==> config.mk <==
export PLATFORM = sky130hd
export DESIGN_NAME = checksummed_frame_receiver_top_flat
export DESIGN_NICKNAME = d
export VERILOG_FILES = /design/src/design/cfr_pkg.sv /design/src/design/cfr_rx_if.sv /design/src/design/cfr_field_if.sv /design/src/design/cfr_ram.sv /design/src/design/checksummed_frame_receiver_top.sv /design/src/flat_wrapper.sv
export SDC_FILE = /design/constraint.sdc
export NUM_CORES = 1
export LEC_CHECK = 0
export ABC_AREA = 1
export ABC_CLOCK_PERIOD_IN_PS = 3400
export BUFFER_PORTS_ARGS = -buffer_cell sky130_fd_sc_hd__buf_2
export CORE_UTILIZATION = 58
export DETAILED_ROUTE_END_ITERATION = 16
export GPL_TIMING_DRIVEN = 0
export PLACE_DENSITY_LB_ADDON = 0.1
export REMOVE_ABC_BUFFERS = 1
export SYNTH_ARGS = -nofsm -noshare
export SYNTH_HDL_FRONTEND = slang
export SYNTH_HIERARCHICAL = 1
export SYNTH_SLANG_ARGS = --single-unit
==> constraint.sdc <==
create_clock -name clk -period 3.4 [get_ports clk]
set_input_delay 0.34 -clock clk [delete_from_list [all_inputs] [get_ports clk]]
set_output_delay 0.34 -clock clk [all_outputs]
set_load 0.02 [all_outputs]
==> src/design/cfr_pkg.sv <==
// Package for the checksummed frame receiver: payload types, protocol bytes,
// frame layout constants and the readout sequencer state type.
// No dependencies; the interfaces and the top level import it.
package cfr_pkg;

	typedef logic [7:0]  rx_byte_t;
	typedef logic [3:0]  field_idx_t;
	typedef logic [31:0] field_val_t;

	localparam rx_byte_t RESTART_BYTE = 8'hA5;
	localparam rx_byte_t END_BYTE     = 8'h5A;

	// A good frame holds exactly this many bytes, the last one being the checksum.
	localparam int FRAME_LEN = 40;

	// Fields below this index are single bytes; the rest are 32-bit words.
	localparam field_idx_t NUM_BYTE_FIELDS = 4'd3;
	localparam field_idx_t LAST_FIELD_IDX  = 4'd11;

	typedef enum logic [3:0] {
		ST_IDLE    = 4'b0001,
		ST_READ    = 4'b0010,
		ST_CAPTURE = 4'b0100,
		ST_PUSH    = 4'b1000
	} seq_state_t;

endpackage

==> src/design/cfr_rx_if.sv <==
// Handshake channel that carries one received byte per transaction.
// Depends on cfr_pkg for the payload type.
interface cfr_rx_if import cfr_pkg::*; ();
	logic     valid;
	logic     ready;
	rx_byte_t rx_byte;

	modport source (output valid, output rx_byte, input ready);
	modport sink (input valid, input rx_byte, output ready);
endinterface

==> src/design/cfr_field_if.sv <==
// Handshake channel that carries one decoded frame field per transaction.
// Depends on cfr_pkg for the payload types.
interface cfr_field_if import cfr_pkg::*; ();
	logic       valid;
	logic       ready;
	field_idx_t field_index;
	field_val_t field_value;
	logic       last_field;

	modport source (output valid, output field_index, output field_value, output last_field,
		input ready);
	modport sink (input valid, input field_index, input field_value, input last_field,
		output ready);
endinterface

==> src/design/cfr_ram.sv <==
// Generic simple dual-port RAM: one write port, one read port, registered read.
// No dependencies.
module cfr_ram #(
	parameter int WIDTH = 8,
	parameter int DEPTH = 64
) (
	input  logic                     clk,
	input  logic                     wr_en,
	input  logic [$clog2(DEPTH)-1:0] wr_addr,
	input  logic [WIDTH-1:0]         wr_data,
	input  logic                     rd_en,
	input  logic [$clog2(DEPTH)-1:0] rd_addr,
	output logic [WIDTH-1:0]         rd_data
);

	logic [WIDTH-1:0] mem [DEPTH];

	always_ff @(posedge clk) begin
		if (wr_en) begin
			mem[wr_addr] <= wr_data;
		end
		if (rd_en) begin
			rd_data <= mem[rd_addr];
		end
	end

endmodule

==> src/design/checksummed_frame_receiver_top.sv <==
// Checksummed frame receiver, top level.
// Depends on cfr_pkg, cfr_rx_if, cfr_field_if and cfr_ram.
//
// The block takes a serial byte stream, one byte per rx transaction, and
// extracts checksummed frames from it. The byte 0xA5 restarts collection and
// 0x5A ends a frame; every other byte is written into a MAX_FRAME-entry frame
// store at the current byte count. Bytes that arrive with the store full are
// discarded and mark the frame as overflowed. At the end byte the frame is
// accepted only if exactly 40 bytes were collected, none overflowed, and the
// last byte equals the 8-bit wrapping sum of the 39 bytes before it; the sum
// is kept as the bytes arrive, so the decision is made in the cycle the end
// byte is taken. An accepted frame produces twelve field transactions: speed,
// turn and reload request bytes (zero-extended), then nine 32-bit gain words
// assembled little-endian from bytes 3 to 38, the twelfth marked last_field.
// Rejected frames produce nothing, and the count and overflow mark are
// cleared by every end byte. Timing: a data, restart or rejected end byte is
// taken every cycle outside a readout. An accepted end byte starts a readout
// that fetches the 39 field bytes from the store one at a time, each through
// a read state and a capture state around the store's registered read port,
// then hands each of the twelve fields to the output register in a push
// state that waits while the field sink stalls. rx.ready is low for the whole
// readout, which also keeps new writes from overtaking the store reads. The
// output register lets the receiver take new bytes while the final field
// still waits to be taken. The frame store has no reset; entries are always
// written before a good frame reads them.
module checksummed_frame_receiver_top import cfr_pkg::*; #(
	parameter int MAX_FRAME = 64
) (
	input logic         clk,
	input logic         arst_n,
	cfr_rx_if.sink      rx,
	cfr_field_if.source fld
);

	localparam int AW = $clog2(MAX_FRAME);
	localparam int CW = $clog2(MAX_FRAME + 1);
	localparam logic [CW-1:0] MAX_CNT   = CW'(MAX_FRAME);
	localparam logic [CW-1:0] FRAME_CNT = CW'(FRAME_LEN);

	// Collection state.
	logic [CW-1:0] count_q;
	logic          ovf_q;
	rx_byte_t      sum_prev_q;  // sum of all stored bytes except the newest
	rx_byte_t      last_byte_q; // newest stored byte

	// Readout sequencer.
	seq_state_t    state_q;
	logic [AW-1:0] rd_ptr_q;
	field_idx_t    field_q;
	logic [1:0]    byte_sel_q;
	field_val_t    word_q;

	// Output register.
	logic          out_valid_q;
	field_idx_t    out_index_q;
	field_val_t    out_value_q;
	logic          out_last_q;

	logic          rx_acc;
	logic          is_restart;
	logic          is_end;
	logic          has_room;
	logic          wr_en;
	logic          rd_en;
	rx_byte_t      rd_data;
	logic          frame_ok;
	logic          byte_field;
	logic          field_done;
	logic          out_load;

	assign rx.ready   = (state_q == ST_IDLE);
	assign rx_acc     = rx.valid && rx.ready;
	assign is_restart = (rx.rx_byte == RESTART_BYTE);
	assign is_end     = (rx.rx_byte == END_BYTE);
	assign has_room   = (count_q < MAX_CNT);
	assign wr_en      = rx_acc && !is_restart && !is_end && has_room;
	assign rd_en      = (state_q == ST_READ);

	// The checksum byte is the newest one, and the running sum covers all before it.
	assign frame_ok   = (count_q == FRAME_CNT) && !ovf_q && (last_byte_q == sum_prev_q);

	assign byte_field = (field_q < NUM_BYTE_FIELDS);
	assign field_done = byte_field || (byte_sel_q == 2'd3);
	assign out_load   = (state_q == ST_PUSH) && (!out_valid_q || fld.ready);

	cfr_ram #(
		.WIDTH (8),
		.DEPTH (MAX_FRAME)
	) u_store (
		.clk     (clk),
		.wr_en   (wr_en),
		.wr_addr (count_q[AW-1:0]),
		.wr_data (rx.rx_byte),
		.rd_en   (rd_en),
		.rd_addr (rd_ptr_q),
		.rd_data (rd_data)
	);

	// Byte collection, overflow tracking and the running checksum.
	always_ff @(posedge clk or negedge arst_n) begin
		if (!arst_n) begin
			count_q     <= '0;
			ovf_q       <= 1'b0;
			sum_prev_q  <= '0;
			last_byte_q <= '0;
		end else if (rx_acc) begin
			if (is_restart || is_end) begin
				count_q <= '0;
				ovf_q   <= 1'b0;
			end else if (has_room) begin
				count_q     <= count_q + 1'b1;
				sum_prev_q  <= (count_q == '0) ? '0 : rx_byte_t'(sum_prev_q + last_byte_q);
				last_byte_q <= rx.rx_byte;
			end else begin
				ovf_q <= 1'b1;
			end
		end
	end

	// Readout sequencer: read a byte, capture it, and push each finished field.
	always_ff @(posedge clk or negedge arst_n) begin
		if (!arst_n) begin
			state_q    <= ST_IDLE;
			rd_ptr_q   <= '0;
			field_q    <= '0;
			byte_sel_q <= '0;
		end else begin
			case (state_q)
				ST_IDLE: begin
					if (rx_acc && is_end && frame_ok) begin
						rd_ptr_q   <= '0;
						field_q    <= '0;
						byte_sel_q <= '0;
						state_q    <= ST_READ;
					end
				end
				ST_READ: begin
					state_q <= ST_CAPTURE;
				end
				ST_CAPTURE: begin
					rd_ptr_q <= rd_ptr_q + 1'b1;
					if (field_done) begin
						byte_sel_q <= '0;
						state_q    <= ST_PUSH;
					end else begin
						byte_sel_q <= byte_sel_q + 1'b1;
						state_q    <= ST_READ;
					end
				end
				ST_PUSH: begin
					if (out_load) begin
						if (field_q == LAST_FIELD_IDX) begin
							state_q <= ST_IDLE;
						end else begin
							field_q <= field_q + 1'b1;
							state_q <= ST_READ;
						end
					end
				end
				default: begin
					state_q <= ST_IDLE;
				end
			endcase
		end
	end

	// Field assembly; gain words fill from the top so the first byte ends lowest.
	always_ff @(posedge clk) begin
		if (state_q == ST_CAPTURE) begin
			if (byte_field) begin
				word_q <= {24'd0, rd_data};
			end else begin
				word_q <= {rd_data, word_q[31:8]};
			end
		end
	end

	always_ff @(posedge clk or negedge arst_n) begin
		if (!arst_n) begin
			out_valid_q <= 1'b0;
		end else if (out_load) begin
			out_valid_q <= 1'b1;
		end else if (fld.ready) begin
			out_valid_q <= 1'b0;
		end
	end

	always_ff @(posedge clk) begin
		if (out_load) begin
			out_index_q <= field_q;
			out_value_q <= word_q;
			out_last_q  <= (field_q == LAST_FIELD_IDX);
		end
	end

	assign fld.valid       = out_valid_q;
	assign fld.field_index = out_index_q;
	assign fld.field_value = out_value_q;
	assign fld.last_field  = out_last_q;

endmodule
==> src/flat_wrapper.sv <==
// flat-port wrapper written by rule: the top's interface ports become plain ports
module checksummed_frame_receiver_top_flat import cfr_pkg::*;
#(
	parameter int MAX_FRAME = 64
)
  (clk, arst_n, rx_valid, rx_rx_byte, rx_ready, fld_valid, fld_field_index, fld_field_value, fld_last_field, fld_ready);
  cfr_rx_if rx_i ();
  cfr_field_if fld_i ();
  input logic clk;
  input logic arst_n;
  input wire logic [$bits(rx_i.valid)-1:0] rx_valid;
  input wire logic [$bits(rx_i.rx_byte)-1:0] rx_rx_byte;
  output wire logic [$bits(rx_i.ready)-1:0] rx_ready;
  output wire logic [$bits(fld_i.valid)-1:0] fld_valid;
  output wire logic [$bits(fld_i.field_index)-1:0] fld_field_index;
  output wire logic [$bits(fld_i.field_value)-1:0] fld_field_value;
  output wire logic [$bits(fld_i.last_field)-1:0] fld_last_field;
  input wire logic [$bits(fld_i.ready)-1:0] fld_ready;
  assign rx_i.valid = rx_valid;
  assign rx_i.rx_byte = rx_rx_byte;
  assign rx_ready = rx_i.ready;
  assign fld_valid = fld_i.valid;
  assign fld_field_index = fld_i.field_index;
  assign fld_field_value = fld_i.field_value;
  assign fld_last_field = fld_i.last_field;
  assign fld_i.ready = fld_ready;
  checksummed_frame_receiver_top #(.MAX_FRAME(MAX_FRAME)) u_core (.clk(clk), .arst_n(arst_n), .rx(rx_i), .fld(fld_i));
endmodule
==> out/metrics.yaml, run 1 <==
clock_tree:
  clk-insertion-delay-late_ns: 0.58
  h-tree-depth: 3
  clockBufferDepth: 3
  clock-sinks: 630
  cts_made_buffers: 66
  clock-root-buffer: "clkbuf_16"
  cts_tree: "built"
  clk_pin_slew_ns: 0.06
min_path:
  hold_class: "primary input to flip-flop"
global_route:
  grt.overflow.total: 0
  use_met3: 0.0470
  antenna_found_initial: 0
  grt_pass1_wl_um: 90800
  grt_pass1_vias: 16100
  grtUsageMet1: 0.367
  grt_use_total: 0.258
  use_met2: 0.406
  grt-busiest-layer: "met2"
  grt_max_degree: 100
floorplan:
  coreArea_sq_mm: 0.0443
  die_y_um: 214
  row_count: 77
  io_pins: 51
  die_area_sq_mm: 0.0458
  die_w_um: 214
  initial_core_util: 0.589
placed_design:
  placed_cell_area_sq_mm: 0.0266
  dp.cells: 2776
  hpwl_um: 31900
  routabilityCongestion: 0.830
  port_buffers: 50
finish:
  multi_input_area_sq_mm: 0.00643
  area_growth_pct: 10.8
  fin_nets: 2286
  fill_cells: 3364
  utilization: 0.652
  register_area_sq_mm: 0.0187
  antenna_cells: 0
  drive_gt1_frac: 0.104
  fin_cells: 2901
  final_area_sq_mm: 0.0289
drt:
  dr.pass1.iters: 6
  drtIter0Drc: 1670
  via_per_inst: 5.75
  drtAntennaViolNets: 0
  dr_total_vias: 16700
  totalWireLength_um: 58200
  drcViolationCount: 0
  wl_per_cell_um: 20.1
timing:
  layout_setup_ws_ns: -0.0187
  hold_viol: 0
  worst_slew_pin_slew_ns: 1.39
  slew_viol_final: 0
  timing.fmax_ghz: 0.293
  final.min_clock_period_ns: 3.42
  worst_clock_skew_ns: 0.0196
  setup_viol: 16
  post-route-period-util: 1.01
  relSlewSlack: 0.0707
  tns_ns: -0.170
  rsz0062_at_grt: "yes"
critical_path:
  slowest_delay_ns: 0.92
  end_kind: "flip-flop"
  crit_path_top_delay_cell: "nor2_1"
  cp.required_ns: 3.61
  critPathLaunchType: "flip-flop"
  worstSetupPathType: "flip-flop to flip-flop"
  worstPathCellList: "inv_1 -> nor2_2 -> nand3_2 -> inv_2 -> nand2_2 -> nor2_4 -> nand4_1 -> nor2_1"
  arrival_ns: 3.63
  path_max_fanout: 19
power_and_ir_drop:
  peakVddDrop_v: 0.000702
  leakagePower_nw: 10.7
  powerDensity_mw_per_mm2: 798
yosys:
  syn-cell-area_sq_mm: 0.0261
  synth_warnings: 6
  synth_edf_count: 589
  syn_avg_cell_area_sq_um: 11.7
  synthCells: 2238
  synth_flop_cell: "edfxtp_1"
  ys_seq_area_frac: 0.717
  ys_seq_elements: 630
  synth.distinct_cells: 38
  async_reset_ff_frac: 0.0651
flow_run:
  cap_violations: 0
run_status:
  outcome: "finished, violations left"
  failed_checks: "negative setup slack"
[final cells by class]
cell class	instances	area share
sequential	630	0.648
multi-input combinational	1413	0.222
clock buffer	84	0.0631
tap	592	0.0256
timing repair buffer	74	0.0222
inverter	76	0.0105
clock inverter	32	0.00865
[cell usage after synthesis, types with 5 or more instances]
cell / instances / area (sq um)
nor2_1: 108 / 405
xor2_1: 6 / 52.6
clkbuf_1: 16 / 60.1
nand2_1: 741 / 2780
nand2_2: 5 / 31.3
ha_1: 12 / 150
inv_1: 70 / 263
buf_6: 36 / 405
o21ai_1: 9 / 45.0
nor4_1: 8 / 50.1
o21ai_0: 14 / 70.1
inv_2: 5 / 18.8
a21oi_1: 7 / 35.0
buf_4: 14 / 105
dfrtp_1: 40 / 1000
edfxtp_1: 589 / 17700
o22ai_1: 6 / 37.5
buf_1: 10 / 37.5
nand3_1: 455 / 2280
buf_2: 41 / 205
nand4_1: 19 / 119
[registers in the layout, summed over array words and instances, names as in the netlist]
signal	flops
u_core/byte_sel_q	2
u_core/count_q	7
u_core/field_q	4
u_core/fld.field_index	4
u_core/fld.field_value	32
u_core/fld.last_field	1
u_core/fld.valid	1
u_core/last_byte_q	8
u_core/ovf_q	1
u_core/rd_ptr_q	6
u_core/state_q	4
u_core/sum_prev_q	8
u_core/u_store/mem	512
u_core/u_store/rd_data	8
u_core/word_q	32
[cells by family after synthesis]
family,count (synthesis),synth area share
and+or+nand+nor,1348,0.221
AOI/OAI and AO/OA,42,0.00897
buffers and inverters,195,0.0434
adders and majority gates,13,0.00652
xor gates and xnor gates,10,0.00336
DFF,630,0.717
[per-stage QoR]
stage / worst slack, ns / hold WS [ns] / total power (W)
after floorplan: -3.67 / 0.0444 / 0.0139
after global placement: -9.49 / 0.402 / 0.0152
after CTS: -0.114 / 0.0431 / 0.0231
after detailed placement: -1.11 / 0.405 / 0.0161
after global routing: -0.128 / 0.0843 / 0.0242
final: -0.0187 / 0.0670 / 0.0231
[per-layer routing]
| metal | vias up | share of wire |
|---|---|---|
| li1 | 7843 | - |
| met1 | 8163 | 0.43 |
| met5 | - | 0 |
| met3 | 101 | 0.071 |
| met2 | 577 | 0.48 |
| met4 | 0 | 0.025 |
[power by group]
group	switching, W	internal (W)	leakage [nW]
Combinational	0.00475	0.00198	3.90
Clock	0.00283	0.00409	1.02
Sequential	0.000554	0.00886	5.83
Total	0.00814	0.0149	10.7
[final timing paths]
path                                   start                        end  slack [ns]  cells past startpoint
hold reg to reg             u_core/word_q[5]  u_core/fld.field_value[5]        0.42                      0
hold / removal                     fld_ready           u_core/fld.valid        0.07                      4
max in group asynchronous             arst_n         u_core/rd_ptr_q[2]        2.24                      2
setup reg to reg           u_core/state_q[0]  u_core/u_store/mem[27][1]       -0.02                      8
setup / recovery           u_core/state_q[0]  u_core/u_store/mem[27][1]       -0.02                      8
min in group asynchronous             arst_n       u_core/sum_prev_q[1]        0.47                      2
[layout by cell type (no fill, tap or decap), types with 5 or more instances in the layout]
cell / count
a21oi_1: 7
buf_16: 7
buf_2: 42
buf_4: 21
clkbuf_1: 13
clkbuf_16: 71
clkinv_1: 13
clkinv_2: 13
dfrtp_1: 37
edfxtp_1: 589
ha_1: 12
inv_1: 68
inv_2: 6
nand2_1: 741
nand2_2: 5
nand3_1: 455
nand4_1: 19
nor2_1: 64
nor2_2: 45
nor4_2: 7
o21ai_0: 14
o21ai_1: 9
o22ai_1: 6
xor2_1: 6
[worst max-delay path, delay by kind of cell (launching register included)]
| family | cells | cell delay, ns |
|---|---|---|
| buf+inv | 2 | 0.16 |
| flops | 1 | 0.54 |
| simple gates | 6 | 2.33 |
[timing repair]
| action | CTS | global route |
|---|---|---|
| buffers inserted | 0 | 7 |
| hold endpoints to repair | 40 | 0 |
| setup endpoints to repair | 483 | 390 |
| hold buffers | 1 | 0 |
| pin swaps | 0 | 4 |
| gates cloned | 1 | 0 |
| resized for setup | 42 | 13 |
Power figures use the tool's default switching activity.
==> inputs of run 2 (changes only) <==
MAX_ROUTING_LAYER = met4   (was not set)
==> run 2 against run 1 <==
Effect of this change:
- design area unchanged
- non-clock buffer count unchanged
- critical path depth unchanged
- largest power group unchanged
- combinational power about the same
- first-iteration DRC count up 5.3%
- flip-flop and latch count unchanged
- clock-buffer cell count unchanged
- the run still ends with negative setup slack left
- power about the same
==> out/metrics.yaml, run 2 (synthesis results as in run 1) <==
run_status:
  outcome: "finished, violations left"  # unchanged
  failed_checks: "negative setup slack"  # unchanged
drt:
  dr_total_vias: 16600  # was 16,700
  drtAntennaViolNets: 0  # unchanged
  via_per_inst: 5.73  # was 5.75
  totalWireLength_um: 58200  # about the same
  wl_per_cell_um: 20.1  # about the same
  dr.pass1.iters: 5  # was 6
  drcViolationCount: 0  # unchanged
  drtIter0Drc: 1759  # was 1,670
clock_tree:
  clock-root-buffer: "clkbuf_16"  # unchanged
  h-tree-depth: 3  # unchanged
  cts_made_buffers: 66  # unchanged
  clock-sinks: 630  # unchanged
  cts_tree: "built"  # unchanged
  clk-insertion-delay-late_ns: 0.58  # about the same
  clk_pin_slew_ns: 0.06  # about the same
  clockBufferDepth: 3  # unchanged
min_path:
  hold_class: "primary input to flip-flop"  # unchanged
  holdPathStages: 4  # unchanged
critical_path:
  cp.required_ns: 3.61  # about the same
  end_kind: "flip-flop"  # unchanged
  worstSetupPathType: "flip-flop to flip-flop"  # unchanged
  critPathLaunchType: "flip-flop"  # unchanged
  worstRegToRegCells: 8  # unchanged
  path_max_fanout: 19  # unchanged
  arrival_ns: 3.62  # was 3.63 ns
timing:
  hold_slack_ns: 0.0673  # was 0.0670 ns
  worst_slew_pin_slew_ns: 1.40  # was 1.39 ns
  worst_clock_skew_ns: 0.0192  # was 0.0196 ns
  tns_ns: -0.106  # was -0.170 ns
  setup_viol: 8  # was 16
  hold_viol: 0  # unchanged
  final.min_clock_period_ns: 3.42  # about the same
  rsz0062_at_grt: "yes"  # unchanged
  slew_viol_final: 0  # unchanged
  relSlewSlack: 0.0658  # was 0.0707
  timing.fmax_ghz: 0.293  # about the same
  layout_setup_ws_ns: -0.0163  # was -0.0187 ns
  post-route-period-util: 1.00  # was 1.01
floorplan:
  die_w_um: 214  # unchanged
  initial_core_util: 0.589  # unchanged
  row_count: 77  # unchanged
  die_y_um: 214  # unchanged
  die_area_sq_mm: 0.0458  # unchanged
  coreArea_sq_mm: 0.0443  # unchanged
  io_pins: 51  # unchanged
placed_design:
  port_buffers: 50  # unchanged
  dp.cells: 2776  # unchanged
  routabilityCongestion: 0.845  # was 0.830
  hpwl_um: 31900  # unchanged
finish:
  final_cell_mix: "741 x nand2_1, 589 x edfxtp_1, 455 x nand3_1"  # unchanged
  regMostFlops: "u_core/u_store/mem"  # unchanged
  utilization: 0.652  # unchanged
  drive_gt1_frac: 0.104  # unchanged
  mostFrequentLayoutCell: "nand2_1"  # unchanged
  antenna_cells: 0  # unchanged
  fin_nets: 2286  # unchanged
  fin_cells: 2901  # unchanged
  area_growth_pct: 10.8  # unchanged
  largest_reg_flops: 512  # unchanged
power_and_ir_drop:
  leakagePower_nw: 10.7  # unchanged
  powerDensity_mw_per_mm2: 798  # about the same
  peakVddDrop_v: 0.000704  # was 0.000702 V
flow_run:
  cap_violations: 0  # unchanged
global_route:
  grt_pass1_wl_um: 91000  # was 90,800 um
  grt_use_total: 0.267  # was 0.258
  antenna_found_initial: 0  # unchanged
  grt_pass1_vias: 16100  # about the same
  grt.overflow.total: 0  # unchanged
  grt_max_degree: 100  # unchanged
-- run 2: cell counts in the layout (fill, tap and decap cells not counted) --
Identical to the previous run, type by type.
-- run 2: routing by layer --
layer	vias up	global-route usage	share of wire
met3	104	0.0485	0.072
met1	8107	0.367	0.42
li1	7841	-	-
met4	0	0.0905	0.027
met2	569	0.406	0.48
met5	-	-	0
-- run 2: path summary, 6_finish.rpt --
| check | endpoint | start | slack [ns] |
|---|---|---|---|
| setup / recovery | u_core/u_store/mem[27][5] | u_core/state_q[0] | -0.02 |
| hold / removal | u_core/fld.valid | fld_ready | 0.07 |
| max in group asynchronous | u_core/rd_ptr_q[2] | arst_n | 2.24 |
| setup reg to reg | u_core/u_store/mem[27][5] | u_core/state_q[0] | -0.02 |
| min in group asynchronous | u_core/sum_prev_q[1] | arst_n | 0.47 |
| hold reg to reg | u_core/fld.field_value[5] | u_core/word_q[5] | 0.42 |
-- run 2: area by class of cell --
cell class | count | area [sq um]
fillers | 3364 | 15400
clock buffers | 84 | 1830
clock inverters | 32 | 250
well taps | 592 | 741
repair buffers | 74 | 643
inverters | 76 | 303
multi-input cells | 1413 | 6430
flip-flops and latches | 630 | 18700
-- run 2: repair_timing --
item                                    4_1_cts  5_1_grt
buffers inserted                              0        7
pin swaps                                     0        4
endpoints found under the hold margin        40        0
hold buffers                                  1        0
gates resized for setup                      42       13
endpoints found under the setup margin      483      389
cloned                                        1        0
-- run 2: per-stage QoR --
step                      setup slack [ns]  cell area (sq um)  total power [W]
after detailed placement             -1.11              26600           0.0161
after global placement               -9.49              26200           0.0152
final                              -0.0163              28900           0.0231
after global routing                -0.127              28900           0.0242
after floorplan                      -3.67              25300           0.0139
after CTS                           -0.114              28800           0.0231
-- run 2: report_power, final --
| part | internal (W) | switching, W |
|---|---|---|
| combinational | 0.00198 | 0.00474 |
| clock | 0.00409 | 0.00284 |
| sequential | 0.00886 | 0.000553 |
| total | 0.0149 | 0.00813 |
-- run 2: critical path, stage by stage, from the launching register on --
cell,delay [ns]
dfstp_2,0.54
inv_1,0.06
nor2_2,0.11
nand3_2,0.11
inv_2,0.10
nand2_2,0.08
nor2_4,0.41
nand4_1,0.70
nor2_1,0.92
==> inputs of run 3 (changes only) <==
BUFFER_PORTS_ARGS = -buffer_cell sky130_fd_sc_hd__buf_4   (was -buffer_cell sky130_fd_sc_hd__buf_2)
==> run 3 against run 2 <==
Effect of this change:
- the run still ends with negative setup slack left
- final cell count up 0.10%
- clock-buffer cell count is 5 higher
- non-clock buffer count is the same
- utilization increased by 0.13 points
- worst setup slack got worse by 0.14 ns
- register-to-register slack lost 0.14 ns
- critical path type unchanged
- largest cell class unchanged
==> out/metrics.yaml, run 3 (synthesis results as in run 1) <==
critical_path:
  cp.required_ns: 3.60  # was 3.61 ns
  slowest_delay_ns: 0.95  # was 0.92 ns
  path_depth: 8  # unchanged
  arrival_ns: 3.75  # was 3.62 ns
  worst-r2r-setup-slack_ns: -0.15  # was -0.02 ns
  path_max_fanout: 19  # unchanged
  worstPathCellList: "inv_1 -> nor2_2 -> nand3_2 -> inv_2 -> nand2_2 -> nor2_4 -> nand4_1 -> nor2_1"  # unchanged
  end_kind: "flip-flop"  # unchanged
  cpLargestDelayFamily: "simple AND/OR/NAND/NOR gates"  # unchanged
  critPathLaunchType: "flip-flop"  # unchanged
  worstRegToRegCells: 8  # unchanged
  crit_path_top_delay_cell: "nor2_1"  # unchanged
  worstSetupPathType: "flip-flop to flip-flop"  # unchanged
  critPathBufInv: 2  # unchanged
power_and_ir_drop:
  leakagePower_nw: 10.8  # was 10.7 nW
  finalPower_w: 0.0229  # was 0.0231 W
  peakVddDrop_v: 0.000699  # was 0.000704 V
  powerDensity_mw_per_mm2: 790  # was 798 mW/mm^2
timing:
  worst_clock_skew_ns: 0.0268  # was 0.0192 ns
  layout_setup_ws_ns: -0.152  # was -0.0163 ns
  rsz0062_at_grt: "yes"  # unchanged
  hold_slack_ns: 0.0708  # was 0.0673 ns
  post-route-period-util: 1.04  # was 1.00
  setup_viol: 168  # was 8
  slew_viol_final: 0  # unchanged
  timing.fmax_ghz: 0.282  # was 0.293 GHz
  worst_slew_pin_slew_ns: 1.39  # was 1.40 ns
  final.min_clock_period_ns: 3.55  # was 3.42 ns
  hold_viol: 0  # unchanged
  relSlewSlack: 0.0715  # was 0.0658
finish:
  largest_reg_flops: 512  # unchanged
  area_growth_pct: 11.0  # was 10.8%
  antenna_cells: 0  # unchanged
  drive_gt1_frac: 0.0956  # was 0.104
  fin_nets: 2286  # unchanged
  final_area_sq_mm: 0.0290  # was 0.0289 sq mm
  final_cell_mix: "741 x nand2_1, 589 x edfxtp_1, 455 x nand3_1"  # unchanged
  mostFrequentLayoutCell: "nand2_1"  # unchanged
  regMostFlops: "u_core/u_store/mem"  # unchanged
  fin_cells: 2904  # was 2,901
flow_run:
  cap_violations: 0  # unchanged
drt:
  drtIter0Drc: 1466  # was 1,759
  dr.pass1.iters: 5  # unchanged
  wl_per_cell_um: 19.8  # was 20.1 um
  via_per_inst: 5.69  # was 5.73
  drtAntennaViolNets: 0  # unchanged
  dr_total_vias: 16500  # was 16,600
  drcViolationCount: 0  # unchanged
  totalWireLength_um: 57400  # was 58,200 um
placed_design:
  hpwl_um: 31900  # about the same
  placed_cell_area_sq_mm: 0.0267  # was 0.0266 sq mm
  routabilityCongestion: 0.841  # was 0.845
  dp.cells: 2777  # was 2,776
  pre_cts_ws_ns: -0.585  # was -1.11 ns
  port_buffers: 50  # unchanged
global_route:
  grt_use_total: 0.260  # was 0.267
  grt_pass1_vias: 15600  # was 16,100
  grt_max_degree: 157  # was 100
  antenna_found_initial: 0  # unchanged
  grt_pass1_wl_um: 88600  # was 91,000 um
  grt.overflow.total: 0  # unchanged
clock_tree:
  h-tree-depth: 3  # unchanged
  clk_pin_slew_ns: 0.06  # about the same
  clk-insertion-delay-late_ns: 0.59  # was 0.58 ns
  clock-sinks: 630  # unchanged
  clockBufferDepth: 3  # unchanged
  cts_tree: "built"  # unchanged
  cts_made_buffers: 66  # unchanged
  clock-root-buffer: "clkbuf_16"  # unchanged
run_status:
  outcome: "finished, violations left"  # unchanged
  failed_checks: "negative setup slack"  # unchanged
floorplan:
  die_y_um: 214  # unchanged
  row_count: 77  # unchanged
  coreArea_sq_mm: 0.0443  # unchanged
  die_area_sq_mm: 0.0458  # unchanged
  io_pins: 51  # unchanged
  initial_core_util: 0.589  # unchanged
  die_w_um: 214  # unchanged
min_path:
  holdPathStages: 4  # unchanged
  hold_class: "primary input to flip-flop"  # unchanged
[run 3: cell types whose count changed in the layout (fill, tap and decap cells not counted), sizes merged]
cell,before,now
inv,77,78
clkbuf,84,89
clkinv,26,23
bufbuf,1,0
buf,72,73
[run 3: tightest hold or removal path, cell delays in order]
cell     delay, ns
buf_4         0.07
nor2_1        0.06
inv_1         0.08
nand2_1       0.05
[run 3: layout make-up]
cell class              count  area [sq um]
well taps                 592           741
flip-flops and latches    630         18700
multi-input cells        1413          6380
inverters                  76           303
clock inverters            30           243
fillers                  3371         15300
clock buffers              89          1820
repair buffers             74           756
[run 3: final timing paths]
path,startpoint,endpoint
max,u_core/state_q[0],u_core/u_store/mem[23][2]
min,fld_ready,u_core/fld.valid
max reg2reg,u_core/state_q[0],u_core/u_store/mem[23][2]
min reg2reg,u_core/word_q[3],u_core/fld.field_value[3]
max in group asynchronous,arst_n,u_core/rd_ptr_q[1]
min in group asynchronous,arst_n,u_core/last_byte_q[7]
[run 3: metrics by stage]
| stage | util | setup TNS, ns |
|---|---|---|
| after floorplan | - | -38.96 |
| after global placement | 0.595 | -324.11 |
| after CTS | 0.651 | -1.09 |
| after detailed placement | 0.603 | -223.23 |
| after global routing | 0.654 | -30.75 |
| final | 0.654 | -12.83 |
[run 3: metal layers]
layer,track usage,share of wire,vias to the layer above,routed length (um)
li1,-,-,7839,-
met1,0.361,0.43,8065,24700
met2,0.399,0.48,544,27300
met3,0.0394,0.070,88,4010
met4,0.0845,0.024,0,1380
met5,-,0,-,0
[run 3: what timing repair did]
action	4_1_cts	5_1_grt
hold buffers	1	0
buffers inserted	0	7
resized for setup	9	22
setup endpoints to repair	64	405
endpoints found under the hold margin	40	0
[run 3: where the power goes]
| part | internal (W) | switching (W) |
|---|---|---|
| Combinational | 0.00195 | 0.00465 |
| Sequential | 0.00886 | 0.000579 |
| Clock | 0.00406 | 0.00279 |
